`src/design/ptic_pkg.sv`:
```
// Shared constants and types for the pulse train interval checker.
// No dependencies; used by ptic_debounce, pulse_train_interval_checker and the testbench.
package ptic_pkg;

    // Default parameter values
    localparam int FilterLen    = 5;
    localparam int SilenceTicks = 500;
    localparam int SlotCount    = 3;

    // Fixed widths from the interface and state
    localparam int FILT_W    = 3;
    localparam int TIMER_W   = 10;
    localparam int BOUND_W   = 8;
    localparam int SLOT_W    = 2;
    localparam int VERDICT_W = 2;
    localparam int STORE_DEPTH = 3;

    localparam logic [TIMER_W-1:0] TIMER_MAX = 10'd1023;

    // Register reset values
    localparam logic [BOUND_W-1:0] MIN_RESET = 8'd10;
    localparam logic [BOUND_W-1:0] MAX_RESET = 8'd30;

    // Configuration register indexes
    localparam logic CFG_MIN = 1'b0;
    localparam logic CFG_MAX = 1'b1;

    // Verdict codes
    localparam logic [VERDICT_W-1:0] VERDICT_NONE   = 2'd0;
    localparam logic [VERDICT_W-1:0] VERDICT_ACCEPT = 2'd1;
    localparam logic [VERDICT_W-1:0] VERDICT_REFUSE = 2'd2;

    // Filter status handed from the debouncer to the timing logic
    typedef struct packed {
        logic level_next;
        logic level_edge;
    } filt_stat_t;

endpackage

```
`src/design/ptic_debounce.sv`:
```
// Up/down integrating debouncer: turns raw pin beats into a filtered level.
// Depends on ptic_pkg.
module ptic_debounce #(
    parameter int FILTER_LEN = ptic_pkg::FilterLen
) (
    input  logic                aclk,
    input  logic                aresetn,
    input  logic                step,
    input  logic                pin,
    output logic                level,
    output ptic_pkg::filt_stat_t stat
);

    localparam logic [ptic_pkg::FILT_W-1:0] LIMIT = ptic_pkg::FILT_W'(FILTER_LEN);

    logic [ptic_pkg::FILT_W-1:0] count_reg, count_next;
    logic                        level_reg, level_next;

    // Integrate towards the pin; switch level only at the rails
    always_comb begin
        count_next = count_reg;
        level_next = level_reg;
        if (pin && (count_reg < LIMIT)) begin
            count_next = count_reg + 1'b1;
            if (count_next == LIMIT) begin
                level_next = 1'b1;
            end
        end else if (!pin && (count_reg != '0)) begin
            count_next = count_reg - 1'b1;
            if (count_next == '0) begin
                level_next = 1'b0;
            end
        end
    end

    // Advance once per accepted beat
    always_ff @(posedge aclk) begin
        if (!aresetn) begin
            count_reg <= '0;
            level_reg <= 1'b0;
        end else if (step) begin
            count_reg <= count_next;
            level_reg <= level_next;
        end
    end

    assign level           = level_reg;
    assign stat.level_next = level_next;
    assign stat.level_edge = level_next ^ level_reg;

endmodule

```
`config.mk`:
```
export PLATFORM = sky130hd
export DESIGN_NAME = ptic_debounce
export DESIGN_NICKNAME = d
export VERILOG_FILES = /design/src/design/ptic_pkg.sv /design/src/design/ptic_debounce.sv
export SDC_FILE = /design/constraint.sdc
export NUM_CORES = 1
export LEC_CHECK = 0
export ABC_AREA = 1
export ABC_CLOCK_PERIOD_IN_PS = 1500
export BUFFER_PORTS_ARGS = -buffer_cell sky130_fd_sc_hd__buf_2
export CAP_MARGIN = 15
export CORE_AREA = 2 2 39 41
export DETAILED_ROUTE_END_ITERATION = 8
export DIE_AREA = 0 0 41 43
export PLACE_DENSITY = 0.48
export SLEW_MARGIN = 20
export SYNTH_ARGS = -nofsm -noshare
export SYNTH_HDL_FRONTEND = slang
export SYNTH_SLANG_ARGS = --single-unit
```
`constraint.sdc`:
```
create_clock -name aclk -period 1.5 [get_ports aclk]
set_input_delay 0.3 -clock aclk [delete_from_list [all_inputs] [get_ports aclk]]
set_output_delay 0.3 -clock aclk [all_outputs]
set_load 0.05 [all_outputs]
```
==> impl_metrics.env <==
export IMPL_slew_viol_final=0
export IMPL_htreeDepth=1
export IMPL_grt_pass1_wl_um=1260
export IMPL_yosys_top_cells_area="dfxtp_1 23%, nand2_1 20%, ha_1 14%"
export IMPL_dieArea_sq_mm=0.00176
export IMPL_wl_met1_um=372
export IMPL_clkSlewWorstSetupHoldPaths_ps=40
export IMPL_rsz0062_at_grt="true"
export IMPL_yosysTopAreaCell="dfxtp_1"
export IMPL_dp_hpwl_um=601
export IMPL_grt_pass1_vias=330
export IMPL_fin_cells=90
export IMPL_ant_nets=0
export IMPL_drt_initial_drc_count=3
export IMPL_rows=14
export IMPL_nets=84
export IMPL_powerDensity_mw_per_mm2=895
export IMPL_start_util=0.250
export IMPL_crit_required_ps=1200
export IMPL_largest_register_ffs=3
export IMPL_antenna_found_initial=0
export IMPL_hp_start="step"
export IMPL_avgSynthCellArea_sq_um=6.28
export IMPL_routed_wl_met2_um=383
export IMPL_ys_async_sr_fraction=0
export IMPL_wirelength_um=770
export IMPL_syn_to_final_growth_pct=69.2
export IMPL_path_max_fanout=4
export IMPL_dp_cells=84
export IMPL_setup_viol=5
export IMPL_core_region_area_sq_mm=0.00138
export IMPL_synth_edff_count=0
export IMPL_ys_ff_latch=4
export IMPL_io_pins=7
export IMPL_grt_ovfl_total=0
export IMPL_end_kind="output port"
export IMPL_synth_warnings=0
export IMPL_min_period_over_period=1.20
export IMPL_yosysTopAreaCellShare=0.232
export IMPL_layout_drive_gt1_share=0.514
export IMPL_syn_inst=55
export IMPL_status="complete, but fails checks"
export IMPL_leakage_nw=0.292
export IMPL_worstMarginPinSlew_ps=291
export IMPL_dr_wl_met3_um=14
export IMPL_place_congestion=0.652
export IMPL_drc=0
export IMPL_ys_flop_type="dfxtp_1"
export IMPL_vdd_drop_max_mv=0.461
export IMPL_worstPathArrival_ps=1500
export IMPL_yosysUniqueCellTypes=14
export IMPL_cts_buffers=3
export IMPL_holdBufCountCts=0
export IMPL_clockBufferDepth=2
export IMPL_vias_per_cell=4.06
export IMPL_slew_headroom=0.806
export IMPL_vias=365
export IMPL_cts_root_buf="clkbuf_4"
export IMPL_syn_num_nets=63
export IMPL_seq_area_frac_synth=0.232
export IMPL_violations="setup timing"
export IMPL_period_needed_ps=1800
export IMPL_clock_fmax_mhz=556
export IMPL_fp_dieW_um=41
export IMPL_clk_latency_ps=230
export IMPL_synth_most_common_cell="nand2_1"
export IMPL_port_buffer_count=6
export IMPL_clock_skew_ps=1.51
export IMPL_cp_startpoint="count_reg[0]"
export IMPL_die_y_um=43
export IMPL_firstDrtPassIters=2
export IMPL_wire_per_inst_um=8.56
export IMPL_grt_max_degree=7
export IMPL_grt_total_usage=0.105
export IMPL_worstSetupStartpointType="flip-flop"
export IMPL_ys_top_cells_by_count="18 x nand2_1, 10 x nor2_1, 8 x inv_1"
export IMPL_syn_area_sq_um=345
export IMPL_clock_sinks=4
export IMPL_cap_violations=0
export IMPL_tns_ps=-616
export IMPL_hold_viol=0
export IMPL_cts_tree="done"
export IMPL_reg2reg_from="count_reg[0]"
export IMPL_top_layer="met3"
export IMPL_critPathKind="flip-flop to output port"
export IMPL_diodes=0
export IMPL_setup_ws_ps=-300
export IMPL_hp_class="input pin to flip-flop"
where the power goes:
part	internal, mW	switching [mW]	leakage (nW)
Combinational	0.126	0.129	0.244
Clock	0.0894	0.0421	0.0138
Sequential	0.119	0.0175	0.0344
Total	0.334	0.189	0.292
path summary, 6_finish.rpt:
| check | end | cells after the start | slack, ps |
|---|---|---|---|
| worst max-delay path | stat[0] | 6 | -300 |
| worst min-delay path | level | 2 | 270 |
| worst max register to register | count_reg[2] | 11 | -10 |
| worst min register to register | count_reg[2] | 2 | 600 |
critical path, cell delays in order (launching register included):
cell	delay, ps
dfxtp_4	370
inv_4	50
ha_4	150
xnor2_2	180
nand3b_1	180
a21boi_4	160
buf_6	170
kinds of logic (layout without fill, tap and decap cells):
group           count (synthesis)  count (layout)  synth area share
simple gates                   30              30             0.344
flops                           4               4             0.232
fa+ha+maj                       4               4             0.145
xor+xnor                        1               1            0.0254
compound gates                  6               6             0.134
buf+inv                        10              29             0.120
stage by stage:
| stage | setup slack (ps) | utilization | total power [mW] | instance area (sq um) | hold WS [ps] |
|---|---|---|---|---|---|
| after floorplan | -62.7 | - | 0.290 | 402 | 384 |
| after global placement | -130 | 0.364 | 0.357 | 504 | 509 |
| after detailed placement | -149 | 0.364 | 0.354 | 504 | 511 |
| after CTS | -303 | 0.410 | 0.523 | 568 | 264 |
| after global routing | -378 | 0.422 | 0.560 | 584 | 277 |
| final | -300 | 0.422 | 0.523 | 584 | 271 |
placed cells by master, fill, tap and decap left out:
cell and n:
nand2_1 17, dfxtp_4 2, o21ai_2 1, dfxtp_1 2, nand2_2 2, inv_1 4
xnor2_2 1, nand3b_1 1, o21ai_0 1, nor2_1 9, o21ai_1 1, inv_2 3
buf_2 4, nor2_2 1, inv_4 2, clkbuf_4 3, buf_4 10, buf_6 2
a21boi_4 2, a21oi_2 1, ha_2 1, buf_8 1, ha_1 1, ha_4 2
routing by layer:
metal / track usage / vias up
li1: - / 207
met1: 0.141 / 155
met2: 0.144 / 3
met3: 0.0157 / 0
met4: 0.0800 / 0
met5: 0 / -
final cells by class:
type                       instances  area, sq um
clock buffer                       3         22.5
fill                             143          800
inverter                           9         38.8
multi-input combinational         41          283
sequential                         4         87.6
tap                               16         20.0
timing repair buffer              17          133
what timing repair did:
action / 4_1_cts / 5_1_grt
setup endpoints to repair: 2 / 6
buffers inserted: 3 / 2
pin swaps: 1 / 9
resized for setup: 7 / 4
Power figures use the tool's default switching activity.
